`config.mk`:
```
export PLATFORM = sky130hd
export DESIGN_NAME = window_drag_hit_test_engine
export DESIGN_NICKNAME = d
export VERILOG_FILES = /design/src/design/wdht_pkg.sv /design/src/design/window_drag_hit_test_engine.sv /design/src/design/wdht_ctrl.sv /design/src/design/wdht_datapath.sv
export VERILOG_INCLUDE_DIRS = /design/src /design/src/design
export SDC_FILE = /design/constraint.sdc
export NUM_CORES = 2
export LEC_CHECK = 0
export BUFFER_PORTS_ARGS = -buffer_cell sky130_fd_sc_hd__buf_2
export CORE_ASPECT_RATIO = 0.5
export CORE_MARGIN = 5
export CORE_UTILIZATION = 58
export DETAILED_ROUTE_END_ITERATION = 8
export MAX_ROUTING_LAYER = met4
export PLACE_DENSITY = 0.86
export SLEW_MARGIN = 20
export SYNTH_ARGS = -nofsm -noshare
export SYNTH_HDL_FRONTEND = slang
export SYNTH_SLANG_ARGS = --single-unit
```
`constraint.sdc`:
```
create_clock -name clk -period 9 [get_ports clk]
set_input_delay 0.45 -clock clk [delete_from_list [all_inputs] [get_ports clk]]
set_output_delay 0.45 -clock clk [all_outputs]
set_load 0.005 [all_outputs]
```
`src/design/window_drag_hit_test_engine_defines.svh`:
```
// Assertion macros for the window drag hit-test engine.
`ifndef WINDOW_DRAG_HIT_TEST_ENGINE_DEFINES_SVH
`define WINDOW_DRAG_HIT_TEST_ENGINE_DEFINES_SVH
`ifndef SYNTHESIS
`define WD_ASSERT_IMPL(label, clk, rst_n, prop) \
    label: assert property (@(posedge clk) disable iff (!rst_n) prop) \
        else $error("assertion failed");
`define WD_ASSERT_NEVER(label, clk, rst_n, expr) \
    label: assert property (@(posedge clk) disable iff (!rst_n) !(expr)) \
        else $error("forbidden condition");
`else
`define WD_ASSERT_IMPL(label, clk, rst_n, prop)
`define WD_ASSERT_NEVER(label, clk, rst_n, expr)
`endif
`endif

```
`src/design/wdht_pkg.sv`:
```
// Shared types, constants and helpers for the window drag hit-test engine.
package wdht_pkg;
    localparam int SLOTS       = 8;
    localparam int SLOT_W      = (SLOTS > 1) ? $clog2(SLOTS) : 1;
    localparam int BAR_HEIGHT  = 24;
    localparam int CURSOR_SIZE = 14;
    localparam int CW          = 18;

    localparam logic [1:0] ACT_CREATE = 2'd0;
    localparam logic [1:0] ACT_MARK   = 2'd1;
    localparam logic [1:0] ACT_TICK   = 2'd2;

    localparam logic [0:0] REG_WIDTH  = 1'b0;
    localparam logic [0:0] REG_HEIGHT = 1'b1;

    typedef logic signed [CW-1:0] coord_t;

    typedef enum logic [9:0] {
        ST_IDLE  = 10'b0000000001,
        ST_SCAN  = 10'b0000000010,
        ST_PRESS = 10'b0000000100,
        ST_DRAG  = 10'b0000001000,
        ST_MOVE  = 10'b0000010000,
        ST_CUR0  = 10'b0000100000,
        ST_CUR1  = 10'b0001000000,
        ST_EMIT  = 10'b0010000000,
        ST_OUT   = 10'b0100000000,
        ST_PLACE = 10'b1000000000
    } state_t;

    // commands from the controller to the datapath
    typedef struct packed {
        logic load;
        logic do_create;
        logic do_mark;
        logic scan_step;
        logic press;
        logic drag_calc;
        logic move;
        logic place;
        logic cur0;
        logic cur1;
        logic emit;
        logic out_load;
    } cmd_t;

    typedef struct packed {
        logic [1:0] action;
        logic       scan_last;
        logic       hit_found;
        logic       press_edge;
        logic       release_drag;
        logic       drag_on;
        logic       need_move;
        logic       ptr_moved;
    } stat_t;

    function automatic coord_t sat15(input coord_t v);
        if (v < -coord_t'(16384)) return -coord_t'(16384);
        if (v > coord_t'(16383)) return coord_t'(16383);
        return v;
    endfunction
endpackage

```
`src/design/window_drag_hit_test_engine.sv`:
```
// Steps: create/mark go from scan straight to emit and output; a tick adds drag, move,
// a place step when the dragged window moves, cursor steps, and a slot scan plus press on a press edge.
// Throughput: one item at a time; the slot scan gives the longest items.
// The next item is taken while the last result waits in the output register.
// Reset (rst_n low, async): window table empty, drag off, dirty box clear,
// screen 1024 x 768.
module window_drag_hit_test_engine (
    input  logic        clk,
    input  logic        rst_n,
    input  logic        s_axis_tvalid,
    output logic        s_axis_tready,
    input  logic [1:0]  s_axis_tuser,  // action
    input  logic [79:0] s_axis_tdata,  // pos_x, pos_y, size_w, size_h, ptr_x, ptr_y, left_button
    output logic        m_axis_tvalid,
    input  logic        m_axis_tready,
    output logic [63:0] m_axis_tdata,  // create_ok, slot, redraw, dirty_x/y/w/h, drag_active,
                                       // drag_slot
    input  logic        cfg_valid,
    output logic        cfg_ready,
    input  logic        cfg_index,
    input  logic [12:0] cfg_data
);
    import wdht_pkg::*;

    cmd_t        cmd;
    stat_t       stat;
    logic        busy, in_fire, out_free;
    logic [60:0] result;
    logic        ovld_reg;
    logic [60:0] odata_reg;

    assign s_axis_tready = !busy;
    assign in_fire       = s_axis_tvalid && s_axis_tready;
    assign out_free      = !ovld_reg || m_axis_tready;
    assign cfg_ready     = 1'b1;

    wdht_ctrl u_ctrl (
        .clk(clk), .rst_n(rst_n), .in_fire(in_fire), .out_free(out_free),
        .stat(stat), .cmd(cmd), .busy(busy)
    );

    wdht_datapath u_dp (
        .clk(clk), .rst_n(rst_n), .cmd(cmd), .stat(stat),
        .cfg_we(cfg_valid), .cfg_idx(cfg_index), .cfg_val(cfg_data),
        .in_action(s_axis_tuser),
        .in_pos_x(s_axis_tdata[13:0]), .in_pos_y(s_axis_tdata[27:14]),
        .in_size_w(s_axis_tdata[40:28]), .in_size_h(s_axis_tdata[53:41]),
        .in_ptr_x(s_axis_tdata[65:54]), .in_ptr_y(s_axis_tdata[77:66]),
        .in_left(s_axis_tdata[78]),
        .result(result)
    );

    // hold the result until transfer
    always_ff @(posedge clk or negedge rst_n)
    begin
        if (!rst_n)
            ovld_reg <= 1'b0;
        else if (cmd.out_load)
            ovld_reg <= 1'b1;
        else if (m_axis_tready)
            ovld_reg <= 1'b0;
    end

    always_ff @(posedge clk)
    begin
        if (cmd.out_load)
            odata_reg <= result;
    end

    assign m_axis_tvalid = ovld_reg;
    assign m_axis_tdata  = {3'b000, odata_reg};
endmodule

```
`src/design/wdht_ctrl.sv`:
```
// Sequencer for one item of the window drag hit-test engine.
module wdht_ctrl (
    input  logic            clk,
    input  logic            rst_n,
    input  logic            in_fire,
    input  logic            out_free,
    input  wdht_pkg::stat_t stat,
    output wdht_pkg::cmd_t  cmd,
    output logic            busy
);
    import wdht_pkg::*;
    `include "window_drag_hit_test_engine_defines.svh"

    state_t state_reg, state_next;

    // advance one step per cycle, but wait in idle for an item and in output for a free output register
    always_comb
    begin
        state_next = state_reg;
        cmd        = '0;
        unique case (state_reg)
            ST_IDLE:
            begin
                if (in_fire)
                begin
                    cmd.load   = 1'b1;
                    state_next = ST_SCAN;
                end
            end
            ST_SCAN:
            begin
                if (stat.action != ACT_TICK)
                    state_next = ST_EMIT;
                else if (!stat.press_edge)
                    state_next = ST_DRAG;
                else
                begin
                    cmd.scan_step = 1'b1;
                    if (stat.scan_last)
                        state_next = ST_PRESS;
                end
            end
            ST_PRESS:
            begin
                cmd.press  = 1'b1;
                state_next = ST_DRAG;
            end
            ST_DRAG:
            begin
                cmd.drag_calc = 1'b1;
                state_next    = ST_MOVE;
            end
            ST_MOVE:
            begin
                cmd.move   = 1'b1;
                state_next = stat.need_move ? ST_PLACE : ST_CUR0;
            end
            ST_PLACE:
            begin
                cmd.place  = 1'b1;
                state_next = ST_CUR0;
            end
            ST_CUR0:
            begin
                cmd.cur0   = 1'b1;
                state_next = ST_CUR1;
            end
            ST_CUR1:
            begin
                cmd.cur1   = 1'b1;
                state_next = ST_EMIT;
            end
            ST_EMIT:
            begin
                if (stat.action == ACT_CREATE)
                    cmd.do_create = 1'b1;
                else if (stat.action == ACT_MARK)
                    cmd.do_mark = 1'b1;
                else if (stat.action == ACT_TICK)
                    cmd.emit = 1'b1;
                state_next = ST_OUT;
            end
            ST_OUT:
            begin
                if (out_free)
                begin
                    cmd.out_load = 1'b1;
                    state_next   = ST_IDLE;
                end
            end
            default: state_next = ST_IDLE;
        endcase
    end

    assign busy = (state_reg != ST_IDLE);

    always_ff @(posedge clk or negedge rst_n)
    begin
        if (!rst_n)
            state_reg <= ST_IDLE;
        else
            state_reg <= state_next;
    end

    `WD_ASSERT_IMPL(a_onehot, clk, rst_n, $onehot(state_reg))
    `WD_ASSERT_IMPL(a_load_idle, clk, rst_n, cmd.load |-> state_reg == ST_IDLE)
    `WD_ASSERT_IMPL(a_out_then_idle, clk, rst_n, cmd.out_load |=> state_reg == ST_IDLE)
endmodule

```
`src/design/wdht_datapath.sv`:
```
// Window table, drag state and dirty box datapath.
module wdht_datapath (
    input  logic                   clk,
    input  logic                   rst_n,
    input  wdht_pkg::cmd_t         cmd,
    output wdht_pkg::stat_t        stat,
    input  logic                   cfg_we,
    input  logic                   cfg_idx,
    input  logic [12:0]            cfg_val,
    input  logic [1:0]             in_action,
    input  logic signed [13:0]     in_pos_x,
    input  logic signed [13:0]     in_pos_y,
    input  logic [12:0]            in_size_w,
    input  logic [12:0]            in_size_h,
    input  logic [11:0]            in_ptr_x,
    input  logic [11:0]            in_ptr_y,
    input  logic                   in_left,
    output logic [60:0]            result
);
    import wdht_pkg::*;

    logic [12:0] scr_w_reg, scr_h_reg;
    logic [1:0]  act_reg;
    logic signed [13:0] px_reg, py_reg;
    logic [12:0] sw_reg, sh_reg;
    logic [11:0] mx_reg, my_reg;
    logic        lb_reg;

    logic [SLOTS-1:0]   used_reg;
    logic signed [13:0] wl_reg [SLOTS];
    logic signed [13:0] wt_reg [SLOTS];
    logic [12:0]        ww_reg [SLOTS];
    logic [12:0]        wh_reg [SLOTS];
    logic [31:0]        wz_reg [SLOTS];
    logic [31:0]        lnext_reg;
    logic               drag_reg;
    logic [SLOT_W-1:0]  didx_reg;
    logic signed [13:0] gdx_reg, gdy_reg;
    logic               pleft_reg;
    logic [11:0]        pmx_reg, pmy_reg;
    logic               bv_reg;
    coord_t             bx0_reg, by0_reg, bx1_reg, by1_reg;
    logic [SLOT_W-1:0]  scan_reg;
    logic               best_ok_reg;
    logic [SLOT_W-1:0]  best_reg;
    logic signed [13:0] nx_reg, ny_reg;
    logic               ok_reg, redraw_reg;
    logic [SLOT_W-1:0]  oslot_reg;
    logic [12:0]        ox_reg, oy_reg, ow_reg, oh_reg;

    // first free slot
    logic              free_ok;
    logic [SLOT_W-1:0] free_idx;
    always_comb
    begin
        free_ok  = 1'b0;
        free_idx = '0;
        for (int i = SLOTS - 1; i >= 0; i--)
            if (!used_reg[i])
            begin
                free_ok  = 1'b1;
                free_idx = SLOT_W'(i);
            end
    end

    // hit test of the slot under scan
    coord_t cx, cy, l, t, r, cx0, cy0;
    logic   hit;
    always_comb
    begin
        cx  = coord_t'(mx_reg);
        cy  = coord_t'(my_reg);
        l   = coord_t'(wl_reg[scan_reg]);
        t   = coord_t'(wt_reg[scan_reg]);
        r   = l + coord_t'(ww_reg[scan_reg]);
        cx0 = r - coord_t'(BAR_HEIGHT - 4);
        cy0 = t - coord_t'(BAR_HEIGHT - 4);
        hit = used_reg[scan_reg] && cx >= l && cx < r
              && cy >= t - coord_t'(BAR_HEIGHT) && cy < t
              && !(cx >= cx0 && cx < cx0 + coord_t'(BAR_HEIGHT - 8)
                   && cy >= cy0 && cy < cy0 + coord_t'(BAR_HEIGHT - 8));
    end

    // drag clamp for the dragged slot
    coord_t dnx, dny, dw, dh;
    always_comb
    begin
        dw  = coord_t'(ww_reg[didx_reg]);
        dh  = coord_t'(wh_reg[didx_reg]);
        dnx = coord_t'(mx_reg) - coord_t'(gdx_reg);
        dny = coord_t'(my_reg) - coord_t'(gdy_reg);
        if (dnx < 0) dnx = '0;
        if (dny < coord_t'(BAR_HEIGHT)) dny = coord_t'(BAR_HEIGHT);
        if (dnx + dw > coord_t'(scr_w_reg)) dnx = coord_t'(scr_w_reg) - dw;
        if (dny + dh > coord_t'(scr_h_reg)) dny = coord_t'(scr_h_reg) - dh;
    end

    // pick the box to union this cycle
    coord_t ax, ay, aw, ah, ax0, ay0, ax1, ay1;
    logic   add_en;
    logic [SLOT_W-1:0] wsel;
    always_comb
    begin
        add_en = 1'b0;
        wsel   = cmd.press ? best_reg : didx_reg;
        ax = coord_t'(wl_reg[wsel]) - coord_t'(2);
        ay = coord_t'(wt_reg[wsel]) - coord_t'(BAR_HEIGHT + 2);
        aw = coord_t'(ww_reg[wsel]) + coord_t'(4);
        ah = coord_t'(wh_reg[wsel]) + coord_t'(BAR_HEIGHT + 4);
        if (cmd.do_mark)
        begin
            add_en = 1'b1;
            ax = coord_t'(px_reg); ay = coord_t'(py_reg);
            aw = coord_t'(sw_reg); ah = coord_t'(sh_reg);
        end
        else if (cmd.press)
            add_en = best_ok_reg;
        else if (cmd.move)
            add_en = stat.need_move;
        else if (cmd.place)
            add_en = 1'b1;
        else if (cmd.cur0 || cmd.cur1)
        begin
            add_en = stat.ptr_moved;
            ax = cmd.cur0 ? coord_t'(pmx_reg) - coord_t'(2) : coord_t'(mx_reg) - coord_t'(2);
            ay = cmd.cur0 ? coord_t'(pmy_reg) - coord_t'(2) : coord_t'(my_reg) - coord_t'(2);
            aw = coord_t'(CURSOR_SIZE + 4);
            ah = coord_t'(CURSOR_SIZE + 4);
        end
        ax0 = sat15(ax);
        ay0 = sat15(ay);
        ax1 = sat15(ax + aw);
        ay1 = sat15(ay + ah);
    end

    // clip the pending box
    coord_t ex0, ey0, ex1, ey1, ew, eh;
    always_comb
    begin
        ex0 = (bx0_reg < 0) ? '0 : bx0_reg;
        ey0 = (by0_reg < 0) ? '0 : by0_reg;
        ex1 = (bx1_reg > coord_t'(scr_w_reg)) ? coord_t'(scr_w_reg) : bx1_reg;
        ey1 = (by1_reg > coord_t'(scr_h_reg)) ? coord_t'(scr_h_reg) : by1_reg;
        ew  = ex1 - ex0;
        eh  = ey1 - ey0;
    end

    assign stat.action       = act_reg;
    assign stat.scan_last    = (scan_reg == SLOT_W'(SLOTS - 1));
    assign stat.hit_found    = best_ok_reg;
    assign stat.press_edge   = lb_reg && !pleft_reg;
    assign stat.release_drag = !lb_reg;
    assign stat.drag_on      = drag_reg;
    assign stat.need_move    = drag_reg && (nx_reg != wl_reg[didx_reg]
                                            || ny_reg != wt_reg[didx_reg]);
    assign stat.ptr_moved    = (mx_reg != pmx_reg) || (my_reg != pmy_reg);

    // control state
    always_ff @(posedge clk or negedge rst_n)
    begin
        if (!rst_n)
        begin
            scr_w_reg   <= 13'd1024;
            scr_h_reg   <= 13'd768;
            used_reg    <= '0;
            lnext_reg   <= '0;
            drag_reg    <= 1'b0;
            didx_reg    <= '0;
            gdx_reg     <= '0;
            gdy_reg     <= '0;
            pleft_reg   <= 1'b0;
            pmx_reg     <= '0;
            pmy_reg     <= '0;
            bv_reg      <= 1'b0;
            bx0_reg     <= '0;
            by0_reg     <= '0;
            bx1_reg     <= '0;
            by1_reg     <= '0;
            scan_reg    <= '0;
            best_ok_reg <= 1'b0;
            best_reg    <= '0;
        end
        else
        begin
            if (cfg_we)
            begin
                if (cfg_idx == REG_WIDTH)
                    scr_w_reg <= cfg_val;
                else
                    scr_h_reg <= cfg_val;
            end
            if (cmd.load)
            begin
                scan_reg    <= '0;
                best_ok_reg <= 1'b0;
            end
            if (cmd.scan_step)
            begin
                if (hit && (!best_ok_reg || wz_reg[scan_reg] > wz_reg[best_reg]))
                begin
                    best_ok_reg <= 1'b1;
                    best_reg    <= scan_reg;
                end
                if (!stat.scan_last)
                    scan_reg <= scan_reg + 1'b1;
            end
            if (cmd.do_create && free_ok)
            begin
                used_reg[free_idx] <= 1'b1;
                lnext_reg          <= lnext_reg + 1;
            end
            if (cmd.press && best_ok_reg)
            begin
                drag_reg  <= 1'b1;
                didx_reg  <= best_reg;
                gdx_reg   <= 14'(coord_t'(mx_reg) - coord_t'(wl_reg[best_reg]));
                gdy_reg   <= 14'(coord_t'(my_reg) - coord_t'(wt_reg[best_reg]));
                lnext_reg <= lnext_reg + 1;
            end
            if (cmd.drag_calc)
            begin
                pleft_reg <= lb_reg;
                if (!stat.press_edge && stat.release_drag)
                    drag_reg <= 1'b0;
            end
            if (cmd.cur1 && stat.ptr_moved)
            begin
                pmx_reg <= mx_reg;
                pmy_reg <= my_reg;
            end
            if (add_en)
            begin
                bv_reg  <= 1'b1;
                bx0_reg <= (!bv_reg || ax0 < bx0_reg) ? ax0 : bx0_reg;
                by0_reg <= (!bv_reg || ay0 < by0_reg) ? ay0 : by0_reg;
                bx1_reg <= (!bv_reg || ax1 > bx1_reg) ? ax1 : bx1_reg;
                by1_reg <= (!bv_reg || ay1 > by1_reg) ? ay1 : by1_reg;
            end
            if (cmd.emit)
                bv_reg <= 1'b0;
        end
    end

    // payload registers
    always_ff @(posedge clk)
    begin
        if (cmd.load)
        begin
            act_reg <= in_action;
            px_reg  <= in_pos_x;
            py_reg  <= in_pos_y;
            sw_reg  <= in_size_w;
            sh_reg  <= in_size_h;
            mx_reg  <= in_ptr_x;
            my_reg  <= in_ptr_y;
            lb_reg  <= in_left;
            ok_reg  <= 1'b0;
            oslot_reg  <= '0;
            redraw_reg <= 1'b0;
            ox_reg  <= '0;
            oy_reg  <= '0;
            ow_reg  <= '0;
            oh_reg  <= '0;
        end
        if (cmd.do_create && free_ok)
        begin
            wl_reg[free_idx] <= px_reg;
            wt_reg[free_idx] <= py_reg;
            ww_reg[free_idx] <= sw_reg;
            wh_reg[free_idx] <= sh_reg;
            wz_reg[free_idx] <= lnext_reg;
            ok_reg           <= 1'b1;
            oslot_reg        <= free_idx;
        end
        if (cmd.press && best_ok_reg)
            wz_reg[best_reg] <= lnext_reg;
        if (cmd.drag_calc)
        begin
            nx_reg <= 14'(dnx);
            ny_reg <= 14'(dny);
        end
        if (cmd.move && stat.need_move)
        begin
            wl_reg[didx_reg] <= nx_reg;
            wt_reg[didx_reg] <= ny_reg;
        end
        if (cmd.emit && bv_reg)
        begin
            redraw_reg <= 1'b1;
            ox_reg <= 13'(ex0);
            oy_reg <= 13'(ey0);
            ow_reg <= (ew < 0) ? '0 : 13'(ew);
            oh_reg <= (eh < 0) ? '0 : 13'(eh);
        end
    end

    // pack the result: ok, slot, redraw, x, y, w, h, drag, drag slot
    assign result = {3'(drag_reg ? didx_reg : '0), drag_reg, oh_reg, ow_reg,
                     oy_reg, ox_reg, redraw_reg, 3'(oslot_reg), ok_reg};
endmodule
```
==> metrics.log <==
INFO  metric outcome = complete, no violations
INFO  metric synth_top_area_share = 0.388
INFO  metric wire_length_of_the_first_global_routing_pass = 335000 um
INFO  metric critPathCaptureType = flop
INFO  metric cts_buffers = 99
INFO  metric design.die.area = 0.129 mm2
INFO  metric fp-row-count = 90
INFO  metric power_density = 223 mW/mm2
INFO  metric clock_skew = 0.0639 ns
INFO  metric postLayoutCoreUtil = 0.648
INFO  metric timing_max_transition_violations_final = 0
INFO  metric dieHeight = 257 um
INFO  metric placed_wire_length_estimate_after_detailed_placement = 159000 um
INFO  metric max-clock-path-buffers = 3
INFO  metric hold_class = in2reg
INFO  metric synth.cell_area = 0.0707 mm2
INFO  metric drt_iter0_drc = 9043
INFO  metric htree_num_levels = 3
INFO  metric leakagePower = 30.0 nW
INFO  metric final_layout_size_suffix_gt1_frac = 0.181
INFO  metric drt-total-wl = 228000 um
INFO  metric nNetsFinal = 6776
INFO  metric fillers = 8631
INFO  metric number_of_enable_flip_flop_cells_after_synthesis = 913
INFO  metric synthesis.instances = 6019
INFO  metric drc = 0
INFO  metric finalHoldViolCount = 0
INFO  metric final_weighted_congestion_in_routability_driven_placement = 1.07
INFO  metric worst-endpoint-required = 9.61 ns
INFO  metric cts.root.buffer_cell = sky130_fd_sc_hd__clkbuf_16
INFO  metric max_clock_freq = 114 MHz
INFO  metric synth_async_sr_flop_share = 0.185
INFO  metric clock_sink_total = 1123
INFO  metric antenna_violating_nets_post_route = 0
INFO  metric number_of_flip_flops_in_the_largest_register = 256
INFO  metric pin_count_of_the_biggest_net_entering_global_routing = 83
INFO  metric synth_area_per_cell = 11.7 um2
INFO  metric largest_fanout_of_any_net_on_the_critical_path = 25
INFO  metric routed_via_density = 6.89
INFO  metric global_route.usage.total = 0.357
INFO  metric post_synthesis_cell_type_with_the_largest_combined_area = sky130_fd_sc_hd__edfxtp_1
INFO  metric worst-slew-pin-transition = 1.14 ns
INFO  metric grt_remaining_overflow = 0
INFO  metric final.hold.worst_slack = 0.0341 ns
INFO  metric most_common_library_cell_in_the_layout_ignoring_fill_and_taps = sky130_fd_sc_hd__edfxtp_1
INFO  metric yosysWarnings = 0
INFO  metric ys_dominant_reg_cell = sky130_fd_sc_hd__edfxtp_1
INFO  metric worst_skew_pair.late_latency = 0.78 ns
INFO  metric tns = 0 ns
INFO  metric start_util = 0.585
INFO  metric slew-limit-headroom = 0.238
INFO  metric yosysSeqAreaShare = 0.462
INFO  metric synth.top_cells.by_area = sky130_fd_sc_hd__edfxtp_1 (39%), sky130_fd_sc_hd__mux4_2 (12%), sky130_fd_sc_hd__ha_1 (7.3%), sky130_fd_sc_hd__dfrtp_1 (7.2%), sky130_fd_sc_hd__nand2_1 (4.0%)
INFO  metric criticalPathCategory = reg2reg
INFO  metric minimum_clock_period_after_layout = 8.74 ns
INFO  metric report.final.setup_viol = 0
INFO  metric cp_slowest_stage_delay = 0.67 ns
INFO  metric maxCapViolations = 0
INFO  metric ys_ff_latch = 1123
INFO  metric clk_pin_slew_worst_paths = 0.08 ns
INFO  metric route.detailed.wl_per_inst = 28.7 um
INFO  metric yosysUniqueCellTypes = 99
INFO  metric fin_crit_sh = 0.971
INFO  metric start_kind = flop
INFO  metric grt_antenna_before_repair = 8
INFO  metric tritoncts = built
INFO  metric layout-area-overhead-vs-synth = 10.7%
INFO  metric die_w = 504 um
INFO  metric ir_worst_vdd = 0.158 mV
INFO  metric ioPinCount = 168
INFO  metric layout_common_cells = sky130_fd_sc_hd__edfxtp_1 (913), sky130_fd_sc_hd__nand2_1 (754), sky130_fd_sc_hd__ha_1 (413)
INFO  metric grt_pass1_vias = 52507
INFO  metric cpMaxStageDelayCell = sky130_fd_sc_hd__or4_4
INFO  metric port-buffer-count = 162
INFO  metric vias = 54774
INFO  metric firstDrtPassIters = 7
INFO  metric fp.coreArea = 0.121 mm2
INFO  metric cp.arrival = 9.35 ns
-- repair_timing --
action,in CTS,in global routing
hold buffers,88,0
endpoints found under the setup margin,0,50
resized for setup,0,26
setup buffers,0,3
hold endpoints to repair,162,0
-- kinds of logic (layout without fill, tap and decap cells) --
group	Yosys count	count (layout)	share of synthesized area
buf+inv	585	896	0.0333
other cells	2	15	0.000106
xor+xnor	296	296	0.0368
flops	1123	1123	0.462
fa+ha+maj	427	427	0.0770
compound gates	1020	1020	0.0948
simple gates	1835	1836	0.125
mux	731	731	0.171
-- routing by layer --
layer | vias up | global-route usage | wire length [um]
met5 | - | - | 0
met2 | 4264 | 0.507 | 97700
met4 | 0 | 0.151 | 12400
met1 | 26442 | 0.465 | 82700
met3 | 803 | 0.129 | 35500
li1 | 23265 | - | -
-- Yosys cell counts (all sizes together), types with 112 or more instances --
| cell type | number |
|---|---|
| a21oi | 197 |
| buf | 142 |
| clkbuf | 162 |
| dfrtp | 204 |
| edfxtp | 913 |
| ha | 414 |
| inv | 280 |
| mux2 | 155 |
| mux2i | 211 |
| mux4 | 365 |
| nand2 | 758 |
| nand3 | 213 |
| nor2 | 246 |
| nor3 | 119 |
| o21ai | 300 |
| xnor2 | 184 |
| xor2 | 112 |
-- path summary, 6_finish.rpt --
| kind | from | to | slack, ns | depth (start not counted) |
|---|---|---|---|---|
| max | u_ctrl.state_reg[8] | u_dp.by1_reg[13] | 0.26 | 34 |
| min in group asynchronous | rst_n | u_dp.by1_reg[6] | 0.31 | 2 |
| min reg2reg | u_dp.ox_reg[5] | odata_reg[10] | 0.42 | 0 |
| max in group asynchronous | rst_n | u_dp.didx_reg[1] | 6.24 | 4 |
| max reg2reg | u_ctrl.state_reg[8] | u_dp.by1_reg[13] | 0.26 | 34 |
| min | cfg_data[1] | u_dp.scr_w_reg[1] | 0.03 | 3 |
-- area by class of cell --
| cell class | count | area, um2 | share of cell area |
|---|---|---|---|
| Antenna cell | 11 | 27.5 | 0.000352 |
| Clock buffer | 121 | 2640 | 0.0338 |
| Clock inverter | 65 | 711 | 0.00908 |
| Inverter | 281 | 1060 | 0.0136 |
| Multi-Input combinational cell | 4314 | 35900 | 0.459 |
| Sequential cell | 1123 | 32700 | 0.418 |
| Tap cell | 1610 | 2010 | 0.0257 |
| Timing Repair Buffer | 429 | 3160 | 0.0404 |
-- worst max-delay path: cells and delay by family, from the launching register on --
kind	cells	cell delay, ns
and+or+nand+nor	6	1.35
adders and majority gates	3	0.91
buffers and inverters	3	0.66
muxes	4	1.11
AOI/OAI and AO/OA	17	3.65
DFF	1	0.44
xor gates and xnor gates	1	0.42
-- power by group --
part | leakage [nW] | internal [mW] | total [mW] | switching, mW
Combinational | 17.0 | 2.53 | 6.23 | 3.69
Sequential | 11.4 | 6.17 | 6.64 | 0.477
Clock | 1.62 | 2.48 | 4.57 | 2.09
-- metrics by stage --
step	power (mW)	instances	area [um2]	setup WS, ns
4_1_cts	17.2	7938	78000	0.220
6_report	17.4	7954	78200	0.263
2_1_floorplan	11.0	6021	70700	0.264
3_3_place_gp	12.5	7664	73800	0.606
3_5_place_dp	12.7	7664	73800	0.427
5_1_grt	18.3	7950	78200	-0.00427
(Power assumes the default switching activity.)
